[src/hw/rtl/rlmp_pkg.sv]
// ----------------------------------------------------------------------------
// rlmp_pkg
// Shared types and constants of the radio link message parser.
// ----------------------------------------------------------------------------
`default_nettype none

package rlmp_pkg;

  localparam int LineDepth    = 16;
  localparam int StoreEntries = 11;

  localparam logic [7:0] ChNl   = 8'h0A;
  localparam logic [7:0] ChAt   = 8'h40;
  localparam logic [7:0] ChT    = 8'h54;
  localparam logic [7:0] ChP    = 8'h50;
  localparam logic [7:0] ChC    = 8'h43;
  localparam logic [7:0] ChM    = 8'h4D;
  localparam logic [7:0] ChD    = 8'h44;
  localparam logic [7:0] ChLo   = 8'h6F;
  localparam logic [7:0] ChLn   = 8'h6E;
  localparam logic [7:0] ChA    = 8'h41;
  localparam logic [7:0] ChO    = 8'h4F;
  localparam logic [7:0] ChK    = 8'h4B;
  localparam logic [7:0] ChR    = 8'h52;
  localparam logic [7:0] ChLe   = 8'h65;
  localparam logic [7:0] ChLb   = 8'h62;

  localparam int InWidth  = 8;
  localparam int OutWidth = 72;

  typedef enum logic [2:0] {
    LINK_UNINIT    = 3'b001,
    LINK_CMD       = 3'b010,
    LINK_CONNECTED = 3'b100
  } link_e;

  typedef enum logic [1:0] {
    CODE_UNINIT    = 2'd0,
    CODE_CMD       = 2'd1,
    CODE_CONNECTED = 2'd2
  } link_code_e;

  typedef enum logic [2:0] {
    RESP_ERR    = 3'd0,
    RESP_CMD    = 3'd1,
    RESP_AOK    = 3'd2,
    RESP_REBOOT = 3'd3,
    RESP_CONN   = 3'd4
  } resp_e;

  typedef enum logic [1:0] {
    MSG_OTHER = 2'd0,
    MSG_TASK  = 2'd1,
    MSG_POS   = 2'd2
  } msg_e;

  typedef struct packed {
    link_code_e       link_state;
    logic             line_done;
    resp_e            resp_kind;
    logic             msg_done;
    msg_e             msg_kind;
    logic [1:0][7:0]  task_bytes;
    logic [7:0][7:0]  pos_bytes;
  } item_t;

endpackage

`default_nettype wire

[src/hw/rtl/rlmp_front.sv]
// ----------------------------------------------------------------------------
// rlmp_front
// Collects received bytes into the line store, tracks the link state and
// classifies closed response lines and messages into queue items.
// ----------------------------------------------------------------------------
`default_nettype none

module rlmp_front #(
  parameter int LINE_DEPTH = rlmp_pkg::LineDepth
) (
  input  wire logic           clk_i,
  input  wire logic           rst_ni,
  input  wire logic           fire_i,
  input  wire logic [7:0]     byte_i,
  output rlmp_pkg::item_t     item_o
);
  import rlmp_pkg::*;

  localparam int CntW = $clog2(LINE_DEPTH + 1);

  link_e              link_q, link_d;
  logic [CntW-1:0]    count_q, count_d, cnt_inc;
  logic [7:0]         store_q [StoreEntries];
  logic [7:0]         cur     [StoreEntries];
  logic               is_nl, is_at, connected;
  resp_e              resp;
  msg_e               msg;

  always_comb begin
    for (int i = 0; i < StoreEntries; i++) begin
      cur[i] = (count_q == CntW'(i)) ? byte_i : store_q[i];
    end
    cnt_inc   = (count_q < CntW'(LINE_DEPTH)) ? count_q + 1'b1 : count_q;
    is_nl     = (byte_i == ChNl);
    is_at     = (byte_i == ChAt);
    connected = (link_q == LINK_CONNECTED);

    resp = RESP_ERR;
    if (cnt_inc >= CntW'(3)) begin
      if (cur[0] == ChC && cur[1] == ChM && cur[2] == ChD) begin
        resp = RESP_CMD;
      end else if (cur[0] == ChC && cur[1] == ChLo && cur[2] == ChLn) begin
        resp = RESP_CONN;
      end else if (cur[0] == ChA && cur[1] == ChO && cur[2] == ChK) begin
        resp = RESP_AOK;
      end else if (cur[0] == ChR && cur[1] == ChLe && cur[2] == ChLb) begin
        resp = RESP_REBOOT;
      end
    end

    msg = MSG_OTHER;
    if (cur[0] == ChT && cnt_inc >= CntW'(4)) begin
      msg = MSG_TASK;
    end else if (cur[0] == ChP && cnt_inc >= CntW'(11)) begin
      msg = MSG_POS;
    end

    link_d  = link_q;
    count_d = cnt_inc;
    if (!connected && is_nl) begin
      count_d = '0;
      case (link_q)
        LINK_UNINIT: begin
          if (resp == RESP_CMD) link_d = LINK_CMD;
        end
        LINK_CMD: begin
          if (resp == RESP_CONN) link_d = LINK_CONNECTED;
        end
        default: link_d = link_q;
      endcase
    end else if (connected && is_at) begin
      count_d = '0;
    end

    case (link_d)
      LINK_CMD:       item_o.link_state = CODE_CMD;
      LINK_CONNECTED: item_o.link_state = CODE_CONNECTED;
      default:        item_o.link_state = CODE_UNINIT;
    endcase
    item_o.line_done     = !connected && is_nl;
    item_o.resp_kind     = (!connected && is_nl) ? resp : RESP_ERR;
    item_o.msg_done      = connected && is_at;
    item_o.msg_kind      = (connected && is_at) ? msg : MSG_OTHER;
    item_o.task_bytes[0] = cur[1];
    item_o.task_bytes[1] = cur[3];
    for (int i = 0; i < 4; i++) begin
      item_o.pos_bytes[i]     = cur[2 + i];
      item_o.pos_bytes[4 + i] = cur[7 + i];
    end
  end

  always_ff @(posedge clk_i or negedge rst_ni) begin
    if (!rst_ni) begin
      link_q  <= LINK_UNINIT;
      count_q <= '0;
    end else if (fire_i) begin
      link_q  <= link_d;
      count_q <= count_d;
    end
  end

  always_ff @(posedge clk_i) begin
    if (fire_i) begin
      for (int i = 0; i < StoreEntries; i++) begin
        store_q[i] <= cur[i];
      end
    end
  end

endmodule

`default_nettype wire

[src/hw/rtl/rlmp_fifo.sv]
// ----------------------------------------------------------------------------
// rlmp_fifo
// Two-entry queue of classified items between front and back.
// ----------------------------------------------------------------------------
`default_nettype none

module rlmp_fifo (
  input  wire logic           clk_i,
  input  wire logic           rst_ni,
  input  wire logic           push_i,
  input  wire rlmp_pkg::item_t item_i,
  output logic                full_o,
  output logic                empty_o,
  input  wire logic           pop_i,
  output rlmp_pkg::item_t     item_o
);
  import rlmp_pkg::*;

  item_t       mem_q [2];
  logic        wr_q, rd_q;
  logic [1:0]  cnt_q;

  assign full_o  = (cnt_q == 2'd2);
  assign empty_o = (cnt_q == 2'd0);
  assign item_o  = mem_q[rd_q];

  always_ff @(posedge clk_i or negedge rst_ni) begin
    if (!rst_ni) begin
      wr_q  <= 1'b0;
      rd_q  <= 1'b0;
      cnt_q <= 2'd0;
    end else begin
      if (push_i) wr_q <= ~wr_q;
      if (pop_i)  rd_q <= ~rd_q;
      case ({push_i, pop_i})
        2'b10:   cnt_q <= cnt_q + 2'd1;
        2'b01:   cnt_q <= cnt_q - 2'd1;
        default: cnt_q <= cnt_q;
      endcase
    end
  end

  always_ff @(posedge clk_i) begin
    if (push_i) mem_q[wr_q] <= item_i;
  end

endmodule

`default_nettype wire

[src/hw/rtl/rlmp_back.sv]
// ----------------------------------------------------------------------------
// rlmp_back
// Applies task and ally position updates and drives the result register.
// ----------------------------------------------------------------------------
`default_nettype none

module rlmp_back (
  input  wire logic                              clk_i,
  input  wire logic                              rst_ni,
  input  wire logic                              empty_i,
  input  wire rlmp_pkg::item_t                   item_i,
  output logic                                   pop_o,
  output logic                                   m_axis_tvalid,
  input  wire logic                              m_axis_tready,
  output logic [rlmp_pkg::OutWidth-1:0]          m_axis_tdata
);
  import rlmp_pkg::*;

  logic signed [8:0]   task0_q, task1_q, task0_d, task1_d;
  logic signed [18:0]  ax_q, ay_q, ax_d, ay_d;
  logic                valid_q;
  logic [OutWidth-1:0] data_q;

  function automatic logic signed [8:0] digit(input logic [7:0] b);
    return $signed({1'b0, b}) - 9'sd48;
  endfunction

  function automatic logic signed [18:0] four(input logic [3:0][7:0] b);
    logic signed [18:0] d0, d1, d2, d3;
    d0 = 19'(digit(b[0]));
    d1 = 19'(digit(b[1]));
    d2 = 19'(digit(b[2]));
    d3 = 19'(digit(b[3]));
    return d0 * 19'sd1000 + d1 * 19'sd100 + d2 * 19'sd10 + d3;
  endfunction

  assign pop_o         = !empty_i && (!valid_q || m_axis_tready);
  assign m_axis_tvalid = valid_q;
  assign m_axis_tdata  = data_q;

  always_comb begin
    task0_d = task0_q;
    task1_d = task1_q;
    ax_d    = ax_q;
    ay_d    = ay_q;
    case (item_i.msg_kind)
      MSG_TASK: begin
        task0_d = digit(item_i.task_bytes[0]);
        task1_d = digit(item_i.task_bytes[1]);
      end
      MSG_POS: begin
        ax_d = four(item_i.pos_bytes[3:0]);
        ay_d = four(item_i.pos_bytes[7:4]);
      end
      default: begin
        task0_d = task0_q;
      end
    endcase
  end

  always_ff @(posedge clk_i or negedge rst_ni) begin
    if (!rst_ni) begin
      valid_q <= 1'b0;
      task0_q <= '0;
      task1_q <= '0;
      ax_q    <= 19'sd16;
      ay_q    <= 19'sd16;
    end else begin
      if (pop_o) begin
        valid_q <= 1'b1;
        task0_q <= task0_d;
        task1_q <= task1_d;
        ax_q    <= ax_d;
        ay_q    <= ay_d;
      end else if (m_axis_tready) begin
        valid_q <= 1'b0;
      end
    end
  end

  always_ff @(posedge clk_i) begin
    if (pop_o) begin
      data_q <= {7'd0, ay_d, ax_d, task1_d, task0_d, item_i.msg_kind, item_i.msg_done,
                 item_i.resp_kind, item_i.line_done, item_i.link_state};
    end
  end

endmodule

`default_nettype wire

[src/hw/rtl/radio_link_message_parser.sv]
// ----------------------------------------------------------------------------
// radio_link_message_parser
// Parses radio module bytes into response line and message results.
//
//   channel  dir  width  content
//   s_axis   in   8      rx_byte
//   m_axis   out  72     link state, line and message flags, task, ally x/y
//
// One byte per cycle while the queue is not full; each result passes the front
// (which classifies), the two-entry queue and the back (which updates the result register).
// Reset clears the link state, byte count and task values and sets the ally
// position to 16.
// A stalled output fills the queue; s_axis_tready drops only when it is full.
// ----------------------------------------------------------------------------
`default_nettype none

module radio_link_message_parser #(
  parameter int LINE_DEPTH = rlmp_pkg::LineDepth
) (
  input  wire logic                              clk_i,
  input  wire logic                              rst_ni,
  input  wire logic                              s_axis_tvalid,
  output logic                                   s_axis_tready,
  // [7:0] rx_byte
  input  wire logic [rlmp_pkg::InWidth-1:0]      s_axis_tdata,
  output logic                                   m_axis_tvalid,
  input  wire logic                              m_axis_tready,
  // [1:0] link_state, [2] line_done, [5:3] response_kind, [6] message_done,
  // [8:7] message_kind, [17:9] task_first, [26:18] task_second,
  // [45:27] ally_x, [64:46] ally_y, [71:65] zero
  output logic [rlmp_pkg::OutWidth-1:0]          m_axis_tdata
);
  import rlmp_pkg::*;

  item_t push_item, head_item;
  logic  fire, full, empty, pop;

  assign s_axis_tready = !full;
  assign fire          = s_axis_tvalid && !full;

  rlmp_front #(
    .LINE_DEPTH (LINE_DEPTH)
  ) u_front (
    .clk_i  (clk_i),
    .rst_ni (rst_ni),
    .fire_i (fire),
    .byte_i (s_axis_tdata),
    .item_o (push_item)
  );

  rlmp_fifo u_fifo (
    .clk_i   (clk_i),
    .rst_ni  (rst_ni),
    .push_i  (fire),
    .item_i  (push_item),
    .full_o  (full),
    .empty_o (empty),
    .pop_i   (pop),
    .item_o  (head_item)
  );

  rlmp_back u_back (
    .clk_i         (clk_i),
    .rst_ni        (rst_ni),
    .empty_i       (empty),
    .item_i        (head_item),
    .pop_o         (pop),
    .m_axis_tvalid (m_axis_tvalid),
    .m_axis_tready (m_axis_tready),
    .m_axis_tdata  (m_axis_tdata)
  );

endmodule

`default_nettype wire

[config.mk]
export PLATFORM = sky130hd
export DESIGN_NAME = radio_link_message_parser
export DESIGN_NICKNAME = d
export VERILOG_FILES = /design/src/hw/rtl/rlmp_pkg.sv /design/src/hw/rtl/rlmp_front.sv /design/src/hw/rtl/rlmp_fifo.sv /design/src/hw/rtl/rlmp_back.sv /design/src/hw/rtl/radio_link_message_parser.sv
export SDC_FILE = /design/constraint.sdc
export NUM_CORES = 1
export LEC_CHECK = 0
export BUFFER_PORTS_ARGS = -buffer_cell sky130_fd_sc_hd__buf_2
export CORE_UTILIZATION = 40
export CTS_CLUSTER_DIAMETER = 200
export DETAILED_ROUTE_END_ITERATION = 8
export SLEW_MARGIN = 15
export SYNTH_ARGS = -nofsm -noshare
export SYNTH_HDL_FRONTEND = slang
export SYNTH_SLANG_ARGS = --single-unit
export TNS_END_PERCENT = 1
[constraint.sdc]
create_clock -name clk_i -period 12.34 [get_ports clk_i]
set_clock_uncertainty 0.15 [all_clocks]
set_input_delay 1.234 -clock clk_i [delete_from_list [all_inputs] [get_ports clk_i]]
set_output_delay 1.234 -clock clk_i [all_outputs]
set_load 0.005 [all_outputs]
=== Yosys cells after proc, flatten, opt, wreduce, memory -nomap -nowiden ===
Memories as Yosys holds them, arrays and structs flattened.
Cells that the tools add are included.

* Add/sub/neg operators: 19
* $mul: 6
* Order comparisons: 4
* Equality and inequality tests: 38
* Multiplexer cells: 37
* Bitwise operators: 2
* Reduce and logical (&&, ||, !) cells: 24

{| class="wikitable"
|+ Operators with widths
! cell !! number
|-
| $eq A8 B7 Y1 const B || 14
|-
| $sub A8 B6 Y9 const B || 10
|-
| $mux W8 || 11
|-
| $add A19 B19 Y19 || 4
|-
| $add A19 B9 Y19 || 2
|-
| $mux W19 || 2
|-
| $mul A9 B8 Y16 const B || 2
|-
| $mul A9 B6 Y15 const B || 2
|-
| $mul A9 B4 Y13 const B || 2
|-
| $mux W3 || 8
|-
| $eq A5 B3 Y1 const B || 4
|-
| $mux W9 || 2
|-
| $eq A5 B4 Y1 const B || 3
|-
| $mux W5 || 3
|-
| $logic_and A1 B1 Y1 || 14
|-
| $eq A5 B2 Y1 const B || 2
|-
| $eq A3 B3 Y1 const B || 3
|-
| $eq A8 B4 Y1 const B || 1
|-
| $mux W2 || 4
|-
| $pmux W2 S2 || 2
|-
| $eq A2 B2 Y1 const B || 3
|-
| $eq A3 B1 Y1 const B || 2
|-
| $eq A3 B2 Y1 const B || 2
|-
| $pmux W3 S2 || 1
|-
| other kinds (18) || 27
|}

* Flip-flop bits (word level): 134
* RAM bits: 266
* Bits of input ports: 12
* Output and inout port bits: 74
* Word-level logic and storage cells: 143
* Memories kept: 2

{| class="wikitable"
|+ Memories
! memory !! depth !! width !! rd ports !! clocked after memory_dff !! wr ports !! RTL line !! source
|-
| u_fifo.mem_q || 2 || 89 || 1 || 0 || 1 || rlmp_fifo.sv:19 || <nowiki>item_t mem_q [2];</nowiki>
|-
| u_front.store_q || 11 || 8 || 10 || 0 || 11 || rlmp_front.sv:23 || <nowiki>logic [7:0] store_q [StoreEntries];</nowiki>
|}

=== Longest topological paths before layout ===
Gate-level depths: netlist of the first run.

* Depth after elaboration: 16
* Depth in mapped cells: 34
* Mapped depth without buffers: 31

=== Cells and area by module ===
Synthesis of the first run repeated with hierarchy kept, for this count alone.

* Cell total of the unflattened synthesis: 2180
* Area total of the unflattened synthesis: 25705.9 µm²

{| class="wikitable"
|+ Modules (own cells, without submodules)
! module !! times used !! cells each !! area each (µm²) !! sequential area each (µm²)
|-
| rlmp_back || 1 || 1455 || 13820.8 || 3380.7
|-
| rlmp_fifo || 1 || 293 || 6666.4 || 5445.2
|-
| rlmp_front || 1 || 430 || 5208.7 || 2603.7
|-
| radio_link_message_parser || 1 || 2 || 10.0 || 0.0
|}

=== Worst setup path before layout of the first run ===
Ideal clock, no wire load.

* Path kind: register -> register
* Start: register u_fifo.rd_q
* End: register u_back.data_q[45] (netlist: u_back.m_axis_tdata[45]), data pin
* Library setup time: 270 ps
* Arrival: 8090 ps
* Data required time: 11920 ps
* Setup slack: 3830 ps
* Stages on the path, launching flop included: 32
* Buffers on the path: 5
* Period minus slack after synthesis: 8510 ps
* Cell sequence: dfrtp_1 > buf_2 > buf_2 > buf_2 > buf_2 > buf_2 > mux2i_1 > inv_1 > ha_1 > inv_1 > fa_1 > inv_1 > fa_1 > inv_1 > fa_1 > inv_1 > ha_1 > a21oi_1 > nor2b_1 > o21a_1 > o41ai_1 > or4b_2 > o211ai_1 > fa_1 > fa_1 > ha_1 > or3_1 > nor4_1 > o31ai_1 > o311ai_0 > xnor2_1 > a21oi_1

* Word-level cells in the longest chain between the ends: 7
* Elaborated cells on any way between the ends: 13
* Those cells by class: add/sub: 7; mul: 3; eq/ne: 1; mux: 1; memory: 1

{| class="wikitable"
|+ Ends and longest elaborated chain
! item !! RTL line !! source
|-
| from (decl) || rlmp_fifo.sv:20 || <nowiki>logic wr_q, rd_q;</nowiki>
|-
| from (signal assigned) || rlmp_fifo.sv:34 || <nowiki>if (pop_i) rd_q <= ~rd_q;</nowiki>
|-
| $mem_v2 Z2 W89 * || - ||
|-
| $sub A8 B6 Y9 || rlmp_back.sv:25 || <nowiki>return $signed({1'b0, b}) - 9'sd48;</nowiki>
|-
| $mul A9 B6 Y15 or $mul A9 B8 Y16 (tied branches) || rlmp_back.sv:34 || <nowiki>return d0 * 19'sd1000 + d1 * 19'sd100 + d2 * 19'sd10 + d3;</nowiki>
|-
| $add A19 B19 Y19 (2 in a row) || rlmp_back.sv:34 ||
|-
| $add A19 B9 Y19 || rlmp_back.sv:34 ||
|-
| $mux W19 * || rlmp_back.sv:46 || <nowiki>case (item_i.msg_kind)</nowiki>
|-
| net u_back.ax_d[18] || rlmp_back.sv:20 || <nowiki>logic signed [18:0] ax_q, ay_q, ax_d, ay_d;</nowiki>
|-
| to (signal assigned) || rlmp_back.sv:83 || <nowiki>data_q <= {7'd0, ay_d, ax_d, task1_d, task0_d, item_i.msg_kind, item_i.msg_done,</nowiki>
|-
| to (decl) || rlmp_back.sv:22 || <nowiki>logic [OutWidth-1:0] data_q;</nowiki>
|}

Mark *: on every way through the listed nets, which the timed path passes. The rest lies on a longest branch.
A chain may end at the register's enable or synchronous reset.

=== Worst setup path after layout of the first run ===
Ends and elaborated chain as after synthesis.

==> flow_summary.html, run 1 <==
<table>
<tr><th>Metric</th><th>Value</th></tr>
<tr><th colspan="2">Cells and area</th></tr>
<tr><td>Ratio of cells with drive above 1 in the final layout</td><td>16.7%</td></tr>
<tr><td>Post-route insts no fill</td><td>2918</td></tr>
<tr><td>Number of nets in the finished design</td><td>2456</td></tr>
<tr><td>Most common cell after layout, fill and taps aside</td><td>sky130_fd_sc_hd__edfxtp_1</td></tr>
<tr><td># diodes</td><td>0</td></tr>
<tr><td>Post-layout instance area</td><td>0.0271 mm2</td></tr>
<tr><td>Synth-to-Final Area Change</td><td>11.5%</td></tr>
<tr><td>Leading cell types in the layout, fill and taps excluded</td><td>307 x sky130_fd_sc_hd__edfxtp_1, 293 x sky130_fd_sc_hd__inv_1, 210 x sky130_fd_sc_hd__ha_1</td></tr>
<tr><th colspan="2">Placed design</th></tr>
<tr><td>RD Place Congestion</td><td>0.836</td></tr>
<tr><td>Instance count after placement with tap cells included</td><td>2839</td></tr>
<tr><td>Input/output buffers</td><td>78</td></tr>
<tr><td>Placed wire-length estimate after detailed placement</td><td>36.9 mm</td></tr>
<tr><td>Placed cell area</td><td>0.0257 mm2</td></tr>
<tr><th colspan="2">Setup path</th></tr>
<tr><td>Startpoint types</td><td>register</td></tr>
<tr><td>Flop2flop setup slack</td><td>3240 ps</td></tr>
<tr><td>Startpoint of the worst setup timing path</td><td>u_fifo.rd_q</td></tr>
<tr><td>Startpoint of the worst-slack reg-to-reg timing path</td><td>u_fifo.rd_q</td></tr>
<tr><td>Data required time at the worst endpoint</td><td>12460 ps</td></tr>
<tr><td>Start-to-end type of the worst setup path</td><td>reg -&gt; reg</td></tr>
<tr><td>Critical path peak fanout</td><td>24</td></tr>
<tr><td>Capture point of the critical path</td><td>u_back.m_axis_tdata[45]</td></tr>
<tr><td>Kind of end point of the critical path</td><td>register</td></tr>
<tr><td>Worst path arrival time</td><td>9220 ps</td></tr>
<tr><td>Worst Reg-to-Reg Cells</td><td>27</td></tr>
<tr><td>Capturing point of the worst reg2reg path</td><td>u_back.m_axis_tdata[45]</td></tr>
<tr><th colspan="2">Clock tree</th></tr>
<tr><td>Library cell used as clock root buffer</td><td>sky130_fd_sc_hd__clkbuf_16</td></tr>
<tr><td>Register clock-pin slew on the reported worst setup and hold paths</td><td>60 ps</td></tr>
<tr><td>CTS H-Tree Depth</td><td>2</td></tr>
<tr><td>Setup repair bufs after CTS</td><td>0</td></tr>
<tr><td>Clock network latency to the later pin of the worst-skew pair</td><td>570 ps</td></tr>
<tr><td>CTS sink cnt</td><td>376</td></tr>
<tr><td>Hold Buf Count CTS</td><td>0</td></tr>
<tr><td>Post-CTS Resized</td><td>0</td></tr>
<tr><td>TritonCTS clock tree</td><td>built</td></tr>
<tr><td>Inserted Clock Buffers</td><td>43</td></tr>
<tr><td>Clock tree buffer depth</td><td>3</td></tr>
<tr><th colspan="2">STA</th></tr>
<tr><td>Unrepaired setup endpoints after global routing</td><td>no</td></tr>
<tr><td>Total count of hold-check failures in the final report</td><td>0</td></tr>
<tr><td>Final critical-path required period</td><td>9100 ps</td></tr>
<tr><td>Total negative slack</td><td>0 ps</td></tr>
<tr><td>Max-slew violation count</td><td>0</td></tr>
<tr><td>Slew at the pin with the worst max-slew slack</td><td>954 ps</td></tr>
<tr><td>Achievable frequency</td><td>110 MHz</td></tr>
<tr><td>Total of endpoints with negative setup slack in the final report</td><td>0</td></tr>
<tr><td>Share of the cycle needed by the critical path after routing</td><td>73.7%</td></tr>
<tr><td>Remaining max-slew budget at the tightest pin</td><td>36.4%</td></tr>
<tr><th colspan="2">Global route</th></tr>
<tr><td>Vias in the first global route</td><td>15.7k</td></tr>
<tr><td>Wire length of the first global-routing pass</td><td>82.9 mm</td></tr>
<tr><td>Number of antenna violations at the first check in global routing</td><td>0</td></tr>
<tr><td>Overflow left after global routing</td><td>0</td></tr>
<tr><td>GRT Util Overall</td><td>16.8%</td></tr>
<tr><td>Maximum number of pins on one net before global-route repair</td><td>106</td></tr>
<tr><th colspan="2">Job</th></tr>
<tr><td>Max-cap violation count</td><td>0</td></tr>
<tr><th colspan="2">Synthesis</th></tr>
<tr><td>Most used DFF post-synth</td><td>sky130_fd_sc_hd__edfxtp_1</td></tr>
<tr><td>Async set-reset flop share out of synthesis</td><td>18.4%</td></tr>
<tr><td>Post-synthesis register bit count</td><td>376</td></tr>
<tr><td>EDFF count, synth</td><td>307</td></tr>
<tr><td>Count of distinct cell types in the synthesized netlist</td><td>81</td></tr>
<tr><td>Average footprint of a synthesized cell</td><td>12.1 um2</td></tr>
<tr><td>Yosys synthesis warning count</td><td>0</td></tr>
<tr><td>Sequential fraction of the synthesis area</td><td>45.0%</td></tr>
<tr><td>Mapped Cells</td><td>2011</td></tr>
<tr><td>Post-synth design cell area</td><td>0.0244 mm2</td></tr>
<tr><th colspan="2">Floorplanning</th></tr>
<tr><td>Number of top-level pins</td><td>86</td></tr>
<tr><td>Site row count</td><td>90</td></tr>
<tr><td>Area inside the core boundary</td><td>0.0602 mm2</td></tr>
<tr><td>Area enclosed by the die boundary</td><td>0.0619 mm2</td></tr>
<tr><td>Die outline width</td><td>249 um</td></tr>
<tr><td>Die H</td><td>249 um</td></tr>
<tr><td>Effective utilization at floorplan</td><td>40.4%</td></tr>
<tr><th colspan="2">Route</th></tr>
<tr><td>Detailed Route Iter0 Violations</td><td>622</td></tr>
<tr><td>Routed via count divided by cell count</td><td>5.06</td></tr>
<tr><td>DRC violation count after routing</td><td>0</td></tr>
<tr><td>Post-DR wirelength/cell</td><td>17.5 um</td></tr>
<tr><td>Vias post-DR</td><td>14.8k</td></tr>
<tr><td>Number of iterations in the first detailed-routing pass</td><td>5</td></tr>
<tr><td>Antenna Nets Post-Route</td><td>0</td></tr>
<tr><td>Final wirelength</td><td>51.1 mm</td></tr>
<tr><th colspan="2">Status</th></tr>
<tr><td>Run status</td><td>complete, no violations</td></tr>
<tr><th colspan="2">Min path</th></tr>
<tr><td>Kind of path behind the tightest hold check</td><td>reg -&gt; reg</td></tr>
</table>
==> worst min-delay path by stage <==
stage,start,end,depth (start not counted)
final,u_back.ax_q[15],u_back.ax_q[15],2
after global routing,u_front.link_q[0],u_front.link_q[0],1
after CTS,u_back.ax_q[15],u_back.ax_q[15],2
after detailed placement,u_back.ax_q[15],u_back.ax_q[15],2
after global placement,u_back.ay_q[12],u_back.ay_q[12],2
after floorplan,u_back.ay_q[12],u_back.ay_q[12],2
==> per-stage QoR <==
stage | setup slack (ps) | util [%] | hold WS, ps
final | 3240 | 45.1 | 327
after global routing | 2600 | 45.1 | 347
after CTS | 3140 | 45.1 | 328
after detailed placement | 3200 | 42.6 | 316
after global placement | 3420 | 42.6 | 307
after floorplan | 3830 | - | 296
==> layout make-up <==
class                           count  area, um2
Multi-Input combinational cell   1293      12100
Clock inverter                     23        288
Clock buffer                       56       1200
Fill cell                        5399      33100
Sequential cell                   376      11000
Timing Repair Buffer               94        529
Tap cell                          782        978
Inverter                          294       1100
==> Yosys cell counts, types with 7 or more instances <==
cell,n,share of area [%]
sky130_fd_sc_hd__nand2b_1,16,0.41
sky130_fd_sc_hd__o31ai_1,9,0.28
sky130_fd_sc_hd__o21a_1,12,0.37
sky130_fd_sc_hd__nand2_1,131,2.0
sky130_fd_sc_hd__inv_1,294,4.5
sky130_fd_sc_hd__nor3_1,20,0.41
sky130_fd_sc_hd__nor2b_1,16,0.41
sky130_fd_sc_hd__buf_4,8,0.25
sky130_fd_sc_hd__mux2i_1,45,1.8
sky130_fd_sc_hd__dfrtp_1,66,6.8
sky130_fd_sc_hd__buf_2,17,0.35
sky130_fd_sc_hd__ha_1,210,11
sky130_fd_sc_hd__nand3_1,10,0.21
sky130_fd_sc_hd__a211oi_1,9,0.28
sky130_fd_sc_hd__xor2_1,43,1.5
sky130_fd_sc_hd__nand4_1,8,0.21
sky130_fd_sc_hd__fa_1,132,11
sky130_fd_sc_hd__xnor2_1,87,3.1
sky130_fd_sc_hd__a31oi_1,7,0.18
sky130_fd_sc_hd__a21boi_0,7,0.22
sky130_fd_sc_hd__mux2_2,161,7.4
sky130_fd_sc_hd__a21o_1,18,0.55
sky130_fd_sc_hd__o21ai_0,77,1.6
sky130_fd_sc_hd__or3_1,7,0.18
sky130_fd_sc_hd__edfxtp_1,307,38
sky130_fd_sc_hd__clkbuf_1,26,0.40
sky130_fd_sc_hd__a21oi_1,69,1.4
sky130_fd_sc_hd__nor2_1,90,1.4
==> flip-flops by register name, summed over array words and instances, names as in the netlist, 3 cells and up <==
| name | cells |
|---|---|
| u_back.task0_q | 9 |
| u_back.task1_q | 9 |
| u_fifo.mem_q | 162 |
| u_back.m_axis_tdata | 65 |
| u_front.link_q | 3 |
| u_front.count_q | 5 |
| u_front.store_q | 80 |
| u_back.ax_q | 19 |
| u_back.ay_q | 19 |
==> routing by layer <==
metal / part of all wire, % / up-vias / wire length [um] / GRT usage [%]
met4: 2.0 / 0 / 1040 / 4.54
met2: 50 / 190 / 25800 / 29.8
met1: 45 / 7364 / 23000 / 21.6
li1: - / 7131 / - / -
met3: 2.5 / 66 / 1300 / 2.10
met5: 0 / - / 0 / 0
==> critical path: stages, from the launching register on <==
cell and delay [ps]:
sky130_fd_sc_hd__dfrtp_4 700, sky130_fd_sc_hd__mux2i_1 560, sky130_fd_sc_hd__inv_1 280, sky130_fd_sc_hd__ha_1 300, sky130_fd_sc_hd__xnor2_1 340, sky130_fd_sc_hd__inv_1 150
sky130_fd_sc_hd__ha_1 380, sky130_fd_sc_hd__xnor2_1 160, sky130_fd_sc_hd__fa_1 510, sky130_fd_sc_hd__inv_1 60, sky130_fd_sc_hd__fa_1 520, sky130_fd_sc_hd__inv_1 50
sky130_fd_sc_hd__fa_1 520, sky130_fd_sc_hd__inv_1 40, sky130_fd_sc_hd__ha_1 330, sky130_fd_sc_hd__o21a_1 140, sky130_fd_sc_hd__o41ai_1 500, sky130_fd_sc_hd__or4b_2 650
sky130_fd_sc_hd__o211ai_1 140, sky130_fd_sc_hd__fa_1 490, sky130_fd_sc_hd__fa_1 500, sky130_fd_sc_hd__ha_1 210, sky130_fd_sc_hd__or3_1 380, sky130_fd_sc_hd__nor4_1 170
sky130_fd_sc_hd__o31ai_1 100, sky130_fd_sc_hd__o311ai_0 140, sky130_fd_sc_hd__xnor2_1 190, sky130_fd_sc_hd__a21oi_1 110
==> kinds of logic (layout without fill, tap and decap cells) <==
logic type      count (synthesis)  after routing  share of synthesized area [%]
mux                           207            207                           9.35
simple gates                  348            348                           7.09
buf+inv                       350            467                           5.64
compound gates                256            256                           6.57
xor+xnor                      131            131                           4.74
fa+ha+maj                     342            342                           21.6
other cells                     1              9                         0.0154
flops                         376            376                           45.0
Power of run 1 is left out: the tool's default activity adds up to more than one toggle a clock period on the data nets, which glitch-free logic cannot reach.
==> run 2: changes to the inputs <==
--- a/config.mk
+++ b/config.mk
@@ -5,6 +5,7 @@
 export SDC_FILE = /design/constraint.sdc
 export NUM_CORES = 1
 export LEC_CHECK = 0
+export ABC_AREA = 1
 export BUFFER_PORTS_ARGS = -buffer_cell sky130_fd_sc_hd__buf_2
 export CORE_UTILIZATION = 40
 export CTS_CLUSTER_DIAMETER = 200
==> constraint.sdc (replaced) <==
create_clock -name clk_i -period 9.4 [get_ports clk_i]
set_clock_uncertainty 0.15 [all_clocks]
set_input_delay 0.94 -clock clk_i [delete_from_list [all_inputs] [get_ports clk_i]]
set_output_delay 0.94 -clock clk_i [all_outputs]
set_load 0.005 [all_outputs]
==> flow_summary.html, run 2 <==
<table>
<tr><th>Metric</th><th>Value</th></tr>
<tr><th colspan="2">Status</th></tr>
<tr><td>Run status</td><td>complete, no violations (unchanged)</td></tr>
<tr><th colspan="2">Global route</th></tr>
<tr><td>Vias in the first global route</td><td>16.5k (was 15.7k)</td></tr>
<tr><td>GRT Util Overall</td><td>17.5% (was 16.8%)</td></tr>
<tr><td>Maximum number of pins on one net before global-route repair</td><td>105 (was 106)</td></tr>
<tr><td>Wire length of the first global-routing pass</td><td>87.3 mm (was 82.9 mm)</td></tr>
<tr><td>Overflow left after global routing</td><td>0 (unchanged)</td></tr>
<tr><td>Number of antenna violations at the first check in global routing</td><td>0 (unchanged)</td></tr>
<tr><th colspan="2">Route</th></tr>
<tr><td>Vias post-DR</td><td>16.4k (was 14.8k)</td></tr>
<tr><td>Post-DR wirelength/cell</td><td>15.9 um (was 17.5 um)</td></tr>
<tr><td>Detailed Route Iter0 Violations</td><td>995 (was 622)</td></tr>
<tr><td>Antenna Nets Post-Route</td><td>0 (unchanged)</td></tr>
<tr><td>Final wirelength</td><td>53.4 mm (was 51.1 mm)</td></tr>
<tr><td>Routed via count divided by cell count</td><td>4.87 (was 5.06)</td></tr>
<tr><td>Number of iterations in the first detailed-routing pass</td><td>6 (was 5)</td></tr>
<tr><td>DRC violation count after routing</td><td>0 (unchanged)</td></tr>
<tr><th colspan="2">Floorplanning</th></tr>
<tr><td>Die outline width</td><td>250 um (was 249 um)</td></tr>
<tr><td>Site row count</td><td>90 (unchanged)</td></tr>
<tr><td>Area enclosed by the die boundary</td><td>0.0624 mm2 (was 0.0619 mm2)</td></tr>
<tr><td>Area inside the core boundary</td><td>0.0605 mm2 (was 0.0602 mm2)</td></tr>
<tr><td>Die H</td><td>250 um (was 249 um)</td></tr>
<tr><td>Effective utilization at floorplan</td><td>40.6% (was 40.4%)</td></tr>
<tr><td>Number of top-level pins</td><td>86 (unchanged)</td></tr>
<tr><th colspan="2">Setup path</th></tr>
<tr><td>CP top delay family</td><td>adder cells (unchanged)</td></tr>
<tr><td>Start-to-end type of the worst setup path</td><td>reg -&gt; reg (unchanged)</td></tr>
<tr><td>Worst Reg-to-Reg Cells</td><td>30 (was 27)</td></tr>
<tr><td>Startpoint types</td><td>register (unchanged)</td></tr>
<tr><td>Data required time at the worst endpoint</td><td>9560 ps (was 12460 ps)</td></tr>
<tr><td>Capturing point of the worst reg2reg path</td><td>u_back.m_axis_tdata[45] (unchanged)</td></tr>
<tr><td>Worst path arrival time</td><td>8790 ps (was 9220 ps)</td></tr>
<tr><td>Critical path peak fanout</td><td>39 (was 24)</td></tr>
<tr><td>Crit-path slowest cell</td><td>sky130_fd_sc_hd__o21ai_0 (was sky130_fd_sc_hd__dfrtp_4)</td></tr>
<tr><td>Kind of end point of the critical path</td><td>register (unchanged)</td></tr>
<tr><td>Startpoint of the worst-slack reg-to-reg timing path</td><td>u_fifo.rd_q (unchanged)</td></tr>
<tr><td>Stages on worst setup path</td><td>30 (was 27)</td></tr>
<tr><td>Slowest Stage Delay on Critical Path</td><td>700 ps (about the same)</td></tr>
<tr><td>CP Buf/Inv Count</td><td>6 (was 5)</td></tr>
<tr><td>Flop2flop setup slack</td><td>770 ps (was 3240 ps)</td></tr>
<tr><th colspan="2">Synthesis</th></tr>
<tr><td>Sequential fraction of the synthesis area</td><td>44.6% (was 45.0%)</td></tr>
<tr><td>Top cell type by total area after synthesis</td><td>sky130_fd_sc_hd__edfxtp_1 (unchanged)</td></tr>
<tr><td>Post-synthesis register bit count</td><td>376 (unchanged)</td></tr>
<tr><td>Top-count cell post-synth</td><td>sky130_fd_sc_hd__nand2_1 (was sky130_fd_sc_hd__edfxtp_1)</td></tr>
<tr><td>Post-synth design cell area</td><td>0.0245 mm2 (was 0.0244 mm2)</td></tr>
<tr><td>Async set-reset flop share out of synthesis</td><td>18.4% (unchanged)</td></tr>
<tr><td>Count of distinct cell types in the synthesized netlist</td><td>51 (was 81)</td></tr>
<tr><td>Most used DFF post-synth</td><td>sky130_fd_sc_hd__edfxtp_1 (unchanged)</td></tr>
<tr><td>Mapped Cells</td><td>2469 (was 2011)</td></tr>
<tr><td>Yosys synthesis warning count</td><td>0 (unchanged)</td></tr>
<tr><td>Average footprint of a synthesized cell</td><td>9.94 um2 (was 12.1 um2)</td></tr>
<tr><td>Cell types occupying the most area after synthesis</td><td>sky130_fd_sc_hd__edfxtp_1 38%, sky130_fd_sc_hd__fa_1 11%, sky130_fd_sc_hd__ha_1 11%, sky130_fd_sc_hd__nand2_1 8.4%, sky130_fd_sc_hd__dfrtp_1 6.7% (was sky130_fd_sc_hd__edfxtp_1 38%, sky130_fd_sc_hd__fa_1 11%, sky130_fd_sc_hd__ha_1 11%, sky130_fd_sc_hd__mux2_2 7.4%, sky130_fd_sc_hd__dfrtp_1 6.8%)</td></tr>
<tr><td>EDFF count, synth</td><td>307 (unchanged)</td></tr>
<tr><td>Most common library cells after synthesis</td><td>552 x sky130_fd_sc_hd__nand2_1, 422 x sky130_fd_sc_hd__inv_1, 307 x sky130_fd_sc_hd__edfxtp_1 (was 307 x sky130_fd_sc_hd__edfxtp_1, 294 x sky130_fd_sc_hd__inv_1, 210 x sky130_fd_sc_hd__ha_1)</td></tr>
<tr><td>Area share of the largest cell type after synthesis</td><td>37.6% (was 37.9%)</td></tr>
<tr><th colspan="2">Clock tree</th></tr>
<tr><td>Setup repair bufs after CTS</td><td>0 (unchanged)</td></tr>
<tr><td>Inserted Clock Buffers</td><td>41 (was 43)</td></tr>
<tr><td>Library cell used as clock root buffer</td><td>sky130_fd_sc_hd__clkbuf_16 (unchanged)</td></tr>
<tr><td>Hold Buf Count CTS</td><td>0 (unchanged)</td></tr>
<tr><td>CTS H-Tree Depth</td><td>2 (unchanged)</td></tr>
<tr><td>TritonCTS clock tree</td><td>built (unchanged)</td></tr>
<tr><td>Clock tree buffer depth</td><td>3 (unchanged)</td></tr>
<tr><td>Register clock-pin slew on the reported worst setup and hold paths</td><td>70 ps (was 60 ps)</td></tr>
<tr><td>CTS sink cnt</td><td>376 (unchanged)</td></tr>
<tr><td>Post-CTS Resized</td><td>0 (unchanged)</td></tr>
<tr><td>Clock network latency to the later pin of the worst-skew pair</td><td>580 ps (was 570 ps)</td></tr>
<tr><th colspan="2">Min path</th></tr>
<tr><td>Kind of path behind the tightest hold check</td><td>in -&gt; async (was reg -&gt; reg)</td></tr>
<tr><th colspan="2">STA</th></tr>
<tr><td>Total count of hold-check failures in the final report</td><td>0 (unchanged)</td></tr>
<tr><td>Slew at the pin with the worst max-slew slack</td><td>1070 ps (was 954 ps)</td></tr>
<tr><td>Unrepaired setup endpoints after global routing</td><td>no (unchanged)</td></tr>
<tr><td>Total of endpoints with negative setup slack in the final report</td><td>0 (unchanged)</td></tr>
<tr><td>Worst Setup Slack, final</td><td>768 ps (was 3240 ps)</td></tr>
<tr><td>Share of the cycle needed by the critical path after routing</td><td>91.8% (was 73.7%)</td></tr>
<tr><td>Final critical-path required period</td><td>8630 ps (was 9100 ps)</td></tr>
<tr><td>Max-slew violation count</td><td>0 (unchanged)</td></tr>
<tr><td>Remaining max-slew budget at the tightest pin</td><td>29.0% (was 36.4%)</td></tr>
<tr><td>Total negative slack</td><td>0 ps (unchanged)</td></tr>
<tr><td>Achievable frequency</td><td>116 MHz (was 110 MHz)</td></tr>
<tr><th colspan="2">Placed design</th></tr>
<tr><td>Placed wire-length estimate after detailed placement</td><td>39.5 mm (was 36.9 mm)</td></tr>
<tr><td>Worst slack at placement</td><td>741 ps (was 3200 ps)</td></tr>
<tr><td>RD Place Congestion</td><td>0.865 (was 0.836)</td></tr>
<tr><td>Input/output buffers</td><td>78 (unchanged)</td></tr>
<tr><th colspan="2">Job</th></tr>
<tr><td>Max-cap violation count</td><td>0 (unchanged)</td></tr>
<tr><th colspan="2">Cells and area</th></tr>
<tr><td>Leading cell types in the layout, fill and taps excluded</td><td>552 x sky130_fd_sc_hd__nand2_1, 421 x sky130_fd_sc_hd__inv_1, 307 x sky130_fd_sc_hd__edfxtp_1 (was 307 x sky130_fd_sc_hd__edfxtp_1, 293 x sky130_fd_sc_hd__inv_1, 210 x sky130_fd_sc_hd__ha_1)</td></tr>
<tr><td>Synth-to-Final Area Change</td><td>10.6% (was 11.5%)</td></tr>
<tr><td>Final-layout fill cell count</td><td>5611 (was 5399)</td></tr>
<tr><td>Number of flip-flops under the largest register name</td><td>162 (unchanged)</td></tr>
<tr><td>Most common cell after layout, fill and taps aside</td><td>sky130_fd_sc_hd__nand2_1 (was sky130_fd_sc_hd__edfxtp_1)</td></tr>
<tr><td>Number of nets in the finished design</td><td>2903 (was 2456)</td></tr>
<tr><td>Register with the highest flop count</td><td>u_fifo.mem_q (unchanged)</td></tr>
<tr><td>Ratio of cells with drive above 1 in the final layout</td><td>10.5% (was 16.7%)</td></tr>
</table>
[run 2: cells by family after synthesis]
logic type      Yosys count  share of synthesized area (%)
fa+ha+maj               342                           21.5
other cells               1                         0.0153
flops                   376                           44.6
xor+xnor                108                           3.85
compound gates          326                           7.16
mux                      16                          0.652
simple gates            810                           14.4
buf+inv                 490                           7.83
[run 2: metal layers]
layer | wire [um] | up-vias | GRT usage (%)
met1 | 25600 | 7824 | 25.0
li1 | - | 8147 | -
met3 | 2800 | 56 | 2.60
met4 | 778 | 0 | 3.60
met5 | 0 | - | 0
met2 | 24200 | 353 | 28.2
[run 2: worst max path at each step]
stage           startpoint                       to  slack, ps
2_1_floorplan  u_fifo.rd_q  u_back.m_axis_tdata[64]       1580
3_5_place_dp   u_fifo.rd_q  u_back.m_axis_tdata[45]        740
4_1_cts        u_fifo.rd_q  u_back.m_axis_tdata[45]        750
5_1_grt        u_fifo.rd_q  u_back.m_axis_tdata[45]        110
6_report       u_fifo.rd_q  u_back.m_axis_tdata[45]        770
3_3_place_gp   u_fifo.rd_q  u_back.m_axis_tdata[45]       1040
[run 2: metrics by stage]
stage / area [um2] / hold WS (ps) / cells / util (%)
after global placement: 25800 / 305 / 3288 / 42.6
final: 27100 / 36.8 / 3365 / 44.9
after CTS: 27100 / 8.71 / 3364 / 44.9
after global routing: 27100 / 14.9 / 3364 / 44.9
after floorplan: 24600 / 292 / 2477 / -
after detailed placement: 25800 / 308 / 3288 / 42.6
[run 2: cell type report]
type,instances,area [um2],share of cell area [%]
clock buffer,52,1090,4.01
clock inverter,24,287,1.06
tap,782,978,3.61
timing repair buffer,91,490,1.81
inverter,428,1610,5.93
sequential,376,11000,40.3
multi-input combinational,1611,11700,43.2
antenna,1,2.50,0.00922
Power of run 2 is left out for the same reason.
